`config.mk`:
```
export PLATFORM = sky130hd
export DESIGN_NAME = iut_ctrl
export DESIGN_NICKNAME = d
export VERILOG_FILES = /design/src/hw/rtl/iut_pkg.sv /design/src/hw/rtl/iut_ctrl.sv
export VERILOG_INCLUDE_DIRS = /design/src /design/src/hw/rtl
export SDC_FILE = /design/constraint.sdc
export NUM_CORES = 1
export LEC_CHECK = 0
export BUFFER_PORTS_ARGS = -buffer_cell sky130_fd_sc_hd__buf_4
export CORE_MARGIN = 2
export CORE_UTILIZATION = 40
export CTS_BUF_LIST = sky130_fd_sc_hd__clkbuf_4 sky130_fd_sc_hd__clkbuf_8
export CTS_CLUSTER_DIAMETER = 100
export DETAILED_ROUTE_END_ITERATION = 12
export PLACE_DENSITY_LB_ADDON = 0.1
export SLEW_MARGIN = 20
export SYNTH_ARGS = -nofsm -noshare
export SYNTH_HDL_FRONTEND = slang
export SYNTH_SLANG_ARGS = --single-unit
export TNS_END_PERCENT = 1
```
`constraint.sdc`:
```
create_clock -name clk_i -period 2.15 [get_ports clk_i]
set_clock_uncertainty 0.05 [all_clocks]
set_input_delay 0.1075 -clock clk_i [delete_from_list [all_inputs] [get_ports clk_i]]
set_output_delay 0.1075 -clock clk_i [all_outputs]
set_load 0.005 [all_outputs]
```
`src/hw/rtl/assert_macros.svh`:
```
// assertion macros shared by the interval union table rtl
// clocked on clk_i, disabled while rst_ni is low
`ifndef ASSERT_MACROS_SVH
`define ASSERT_MACROS_SVH

// plain concurrent check with a fixed message
`define IUT_ASSERT(lbl, prop) \
  lbl: assert property (@(posedge clk_i) disable iff (!rst_ni) prop) \
    else $error("%m: check failed");

// concurrent check with a caller message
`define IUT_ASSERT_MSG(lbl, prop, msg) \
  lbl: assert property (@(posedge clk_i) disable iff (!rst_ni) prop) \
    else $error(msg);

`endif

```
`src/hw/rtl/iut_pkg.sv`:
```
// shared constants, codes and command struct of the interval union table
// no dependencies
`timescale 1ns / 1ps
`default_nettype none

package iut_pkg;

  localparam int TABLE_SLOTS = 64;
  localparam int VALUE_BITS  = 48;
  localparam int ADDR_BITS   = $clog2(TABLE_SLOTS);
  localparam int CNT_BITS    = $clog2(TABLE_SLOTS + 1);
  localparam int COV_BITS    = VALUE_BITS + 1;
  localparam int TALLY_BITS  = 32;
  localparam int ENTRY_BITS  = 2 * VALUE_BITS;

  localparam logic OP_INSERT = 1'b0;
  localparam logic OP_QUERY  = 1'b1;

  typedef enum logic [1:0] {
    ST_OK   = 2'd0,
    ST_FULL = 2'd1,
    ST_BAD  = 2'd2
  } status_e;

  typedef struct packed {
    logic                 load;
    logic                 rd_en;
    logic [ADDR_BITS-1:0] rd_addr;
    logic                 finish;
  } cmd_t;

endpackage

`default_nettype wire

```
`src/hw/rtl/iut_ctrl.sv`:
```
// sequencer of the interval union table: scan, finish and result strobe
// depends on iut_pkg and assert_macros.svh
`timescale 1ns / 1ps
`default_nettype none

`include "assert_macros.svh"

module iut_ctrl (
  input  wire logic        clk_i,
  input  wire logic        rst_ni,
  input  wire logic        start_i,
  output logic             busy_o,
  output logic             done_o,
  output iut_pkg::cmd_t    cmd_o
);

  typedef enum logic [2:0] {
    S_IDLE,
    S_SCAN,
    S_DRAIN,
    S_FINISH,
    S_SETTLE,
    S_RESP
  } state_e;

  state_e                        state_q;
  logic [iut_pkg::ADDR_BITS-1:0] slot_q;
  logic                          busy_q;
  logic                          done_q;
  logic                          accept;

  assign accept = start_i && !busy_q;

  always_ff @(posedge clk_i or negedge rst_ni) begin
    if (!rst_ni) begin
      state_q <= S_IDLE;
      slot_q  <= '0;
      busy_q  <= 1'b0;
      done_q  <= 1'b0;
    end else begin
      unique case (state_q)
        S_IDLE: begin
          if (accept) begin
            state_q <= S_SCAN;
            slot_q  <= '0;
            busy_q  <= 1'b1;
          end
        end
        S_SCAN: begin
          slot_q <= slot_q + iut_pkg::ADDR_BITS'(1);
          if (slot_q == iut_pkg::ADDR_BITS'(iut_pkg::TABLE_SLOTS - 1)) begin
            state_q <= S_DRAIN;
          end
        end
        S_DRAIN: begin
          state_q <= S_FINISH;
        end
        S_FINISH: begin
          state_q <= S_SETTLE;
        end
        S_SETTLE: begin
          state_q <= S_RESP;
          done_q  <= 1'b1;
        end
        S_RESP: begin
          state_q <= S_IDLE;
          busy_q  <= 1'b0;
          done_q  <= 1'b0;
        end
        default: begin
          state_q <= S_IDLE;
          busy_q  <= 1'b0;
          done_q  <= 1'b0;
        end
      endcase
    end
  end

  always_comb begin
    cmd_o.load    = accept;
    cmd_o.rd_en   = (state_q == S_SCAN);
    cmd_o.rd_addr = slot_q;
    cmd_o.finish  = (state_q == S_FINISH);
  end

  assign busy_o = busy_q;
  assign done_o = done_q;

  `IUT_ASSERT(a_done_while_busy, done_q |-> busy_q)
  `IUT_ASSERT(a_done_one_cycle, done_q |=> !done_q)
  `IUT_ASSERT_MSG(a_load_sets_busy, accept |=> (busy_q && !done_q), "load did not raise busy")

endmodule

`default_nettype wire

```
==> Word-level counts from Yosys, hierarchy flattened <==
Index checks and enable logic that the tools add are counted.
{ "word_totals": {"mem_count": 0, "inputBits": 3, "latch_bits": 0, "wordCells": 30, "output_inout_bits": 11, "ramBits": 0, "rom_bits": 0, "reg_bits": 11} }
{ "op_classes": {"add_sub_neg": 1, "n_mul": 0, "eq_ne": 7, "muxes": 8, "shifts": 0, "order_cmp": 0, "div_mod_pow": 0, "bitwise": 1, "n_reduce_logical": 9} }
{ "op_table": {"columns": ["operator", "n"], "rows": [
  ["3-bit one-hot mux with 5 select lines", 1],
  ["6-bit one-hot mux with 2 select lines", 1],
  ["4-bit OR reduction", 2],
  ["6-bit by 1-bit adder with 6-bit output (second input constant)", 1],
  ["3-bit by 2-bit == test with 1-bit output (second input constant)", 2],
  ["6-bit == test (second input constant)", 1],
  ["3-bit two-way mux", 2],
  ["6-bit two-way mux", 1],
  ["2-bit AND reduction", 3],
  ["1-bit one-hot mux with 2 select lines", 2],
  ["3-bit by 1-bit == test with 1-bit output (second input constant)", 1],
  ["3-bit == test (second input constant)", 1],
  ["3-bit zero test", 1],
  ["2-bit by 1-bit != test with 1-bit output (second input constant)", 1],
  ["2-bit != test (second input constant)", 1],
  ["2-bit nonzero test", 1],
  ["1-bit logical AND", 1],
  ["1-bit zero test", 1],
  ["1-bit two-way mux", 1],
  ["1-bit inverter", 1]
]} }

==> Depth between registers and ports, before layout <==
{ "depth": {"word_depth": 4, "depth_mapped": 5} }

==> Worst setup path after synthesis <==
No wires, ideal clock.
{ "synth_timing": {"path_type": "register to register", "start": "register state_q[0]", "end": "register slot_q[5] (netlist name)", "setup_slack_ps": 606, "arrival_ps": 1414, "required_ps": 2020, "period_less_slack_ps": 1544, "path_stages_with_launch": 5, "path_buffers": 1, "path_cell_list": "dfrtp_1 buf_6 or3b_4 or4_4 o211ai_2"} }
{ "synth_via": {"elab_chain_len": 3} }
{ "synth_lines": {"columns": ["element", "line", "text"], "rows": [
  ["from (decl)", "iut_ctrl.sv:26", "state_e state_q;"],
  ["from (signal assigned)", "iut_ctrl.sv:36", "state_q <= S_IDLE;"],
  ["from (signal assigned)", "iut_ctrl.sv:44", "state_q <= S_SCAN;"],
  ["from (signal assigned)", "iut_ctrl.sv:52", "state_q <= S_DRAIN;"],
  ["3-bit by 1-bit == test with 1-bit output / 3-bit zero test (equally long branches)", "iut_ctrl.sv:41", "unique case (state_q)"],
  ["2-bit nonzero test (no line) / 2-bit != test (equally long branches)", null, null],
  ["2-bit AND reduction (no line)", null, null],
  ["to (signal assigned)", "iut_ctrl.sv:50", "slot_q <= slot_q + iut_pkg::ADDR_BITS'(1);"],
  ["to (decl)", "iut_ctrl.sv:27", "logic [iut_pkg::ADDR_BITS-1:0] slot_q;"]
]} }
Parallel ways exist; a longest one is shown, timed or not.
A chain may end at the register's enable or synchronous reset.

==> Worst setup path in the final report <==
{ "layout_timing": {"start": "register state_q[2]", "end": "register slot_q[5] (netlist name)"} }
Same word-level chain as after synthesis.

==> results.py <==
metrics = {
    "outcome": {
        "status": "completed",
    },
    "placement": {
        "place.detailed.hpwl_um": 809,
        "gp_congestion": 0.738,
        "dp_slack_ps": 523,
        "io_buffers": 13,
    },
    "routing": {
        "via_count": 487,
        "antenna_left": 0,
        "dr.pass1.iters": 4,
        "initialDrtViolationCount": 19,
        "routed_wl_um": 1100,
        "avgRoutedWirePerCell_um": 12.4,
        "viasPerCell": 5.47,
        "drc_errors": 0,
    },
    "global_routing": {
        "grt_max_degree": 12,
        "grt_pass1_vias": 413,
        "grt_pass1_wl_um": 1810,
        "antenna_found_initial": 0,
        "grtUsageTotal": 0.139,
        "overflow": 0,
    },
    "finish": {
        "final_cell_mix": "buf_4 (13), dfrtp_1 (11), o21ai_0 (6)",
        "drive_gt1_frac": 0.284,
        "layout.area.seq_um2": 275,
        "nets": 79,
        "multi_input_area_um2": 269,
        "n_fill_cell": 121,
        "mostFrequentLayoutCell": "buf_4",
        "n_antenna_cell": 0,
        "fin_util": 0.537,
        "syn_to_final_growth_pct": 23.0,
    },
    "cts": {
        "postCtsSetupBuffers": 0,
        "clkSinkCount": 11,
        "cts_resized": 0,
        "cts_htree_levels": 1,
        "clkTransAtPathRegs_ps": 60,
        "clk_latency_ps": 260,
        "cts_buffers": 3,
        "clockBufferDepth": 2,
        "postCtsHoldBufs": 1,
        "clockRootBuffer": "clkbuf_4",
        "cts_tree": "built",
    },
    "power_and_ir_drop": {
        "combPwrFrac": 0.271,
        "p_int_uw": 432,
        "p_per_area_mw_per_mm2": 868,
        "p_sw_uw": 189,
        "seqPwrFrac": 0.486,
        "switching_share": 0.304,
        "p_clk_frac": 0.243,
        "leakagePower_nw": 0.341,
        "ir_drop_uv": 425,
    },
    "floorplanning": {
        "dieHeight_um": 42.1,
        "core_area_mm2": 0.00133,
        "rows": 13,
        "die_w_um": 42.1,
        "io_pins": 14,
        "dieArea_mm2": 0.00178,
        "start_util": 0.436,
    },
    "worst_setup_path": {
        "startpoint_type": "register",
        "cp_max_fo": 11,
        "end_kind": "register",
        "cp.required_ps": 2290,
        "cp_data_arrival_time_ps": 1780,
        "critPathMaxStageDelay_ps": 520,
        "path_cells": "or3b_4 > or4_4 > o211ai_2",
        "critPathSlowestCell": "or4_4",
        "worstSetupPathType": "register to register",
    },
    "job": {
        "cap_viol_max_count": 0,
    },
    "timing": {
        "min_period_ps": 1640,
        "worstMarginPinSlew_ps": 372,
        "period_share": 0.764,
        "hold_viol": 0,
        "slew_viol_final": 0,
        "slew-limit-headroom": 0.751,
        "tns_ps": 0,
        "holdWs_ps": 155,
        "fin_ws_ps": 508,
        "setup_viol": 0,
        "rsz0062_at_grt": "no",
        "fmax_mhz": 609,
    },
    "synth": {
        "ys_seq_elements": 11,
        "yosys_warnings": 0,
        "synth_area_um2": 582,
        "synth_cells": 59,
        "synth_cell_type_count": 28,
        "synthArstFlopShare": 1.00,
        "synthFlopType": "dfrtp_1",
        "synth-edff-count": 0,
        "synth_nets": 63,
        "seq_area_frac_synth": 0.473,
        "syn_area_per_cell_um2": 9.86,
    },
    "min_path": {
        "worstHoldPathType": "input pin to register",
    },
}
[synthesized netlist by cell type, drive strengths merged (2+ instances only)]
cell    count  area, um^2
nor2        4        15.0
nor2b       4        25.0
nand2b      2        12.5
nand2       3        11.3
o221ai      2        17.5
nand3       2        10.0
o21ai       7        35.0
o211ai      3        27.5
dfrtp      11         275
inv         4        15.0
a22o        3        26.3
buf         2        18.8
[layer usage]
layer | track usage | vias up | wire length (um)
li1 | - | 243 | -
met1 | 0.197 | 227 | 566
met2 | 0.178 | 15 | 461
met3 | 0.0388 | 2 | 69
met4 | 0.0938 | 0 | 6
met5 | 0 | - | 0
[layout make-up]
class,instances,area share
clock buffers,4,0.0420
well taps,15,0.0262
inverters,4,0.0210
flip-flops and latches,11,0.385
repair buffers,14,0.150
multi-input cells,41,0.376
[worst paths after layout]
kind / start / endpoint / slack, ps / cells past startpoint
worst max-delay path: state_q[2] / slot_q[5] / 510 / 3
worst min-delay path: start_i / busy_o / 150 / 4
worst max register to register: state_q[2] / slot_q[5] / 510 / 3
worst min register to register: done_o / done_o / 470 / 2
max in group asynchronous: rst_ni / state_q[2] / 1730 / 2
min in group asynchronous: rst_ni / slot_q[2] / 170 / 2
[power by group through the flow]
stage               Sequential [mW]  Clock [mW]  Combinational, mW
global route                  0.309       0.171              0.182
global placement              0.304           0              0.169
finish                        0.302       0.151              0.169
floorplan                     0.294           0             0.0946
detailed placement            0.304           0              0.168
CTS                           0.300       0.158              0.170
[kinds of logic (layout without fill, tap and decap cells)]
kind of cell / Yosys count / count (layout) / synth area share
AOI/OAI and AO/OA: 19 / 19 / 0.230
adders and majority gates: 1 / 1 / 0.0215
xor gates and xnor gates: 1 / 1 / 0.0151
buffers and inverters: 7 / 22 / 0.0645
DFF: 11 / 11 / 0.473
and+or+nand+nor: 20 / 20 / 0.196
[through the flow]
step	instances	area, um^2	total power [mW]
after floorplan	59	582	0.389
after global placement	84	676	0.473
after detailed placement	84	676	0.472
after CTS	89	716	0.628
after global routing	89	716	0.663
final	89	716	0.622
[sequential cells by signal, indices dropped and copies added, names as in the netlist]
register	count
busy_o	1
done_o	1
slot_q	6
state_q	3
[worst max-delay path, delay by kind of cell (launching register included)]
family             cells  cell delay, ps
AOI/OAI and AO/OA      1              80
and+or+nand+nor        2             960
DFF                    1             470
Note: power is estimated with default switching activity, not from simulation.
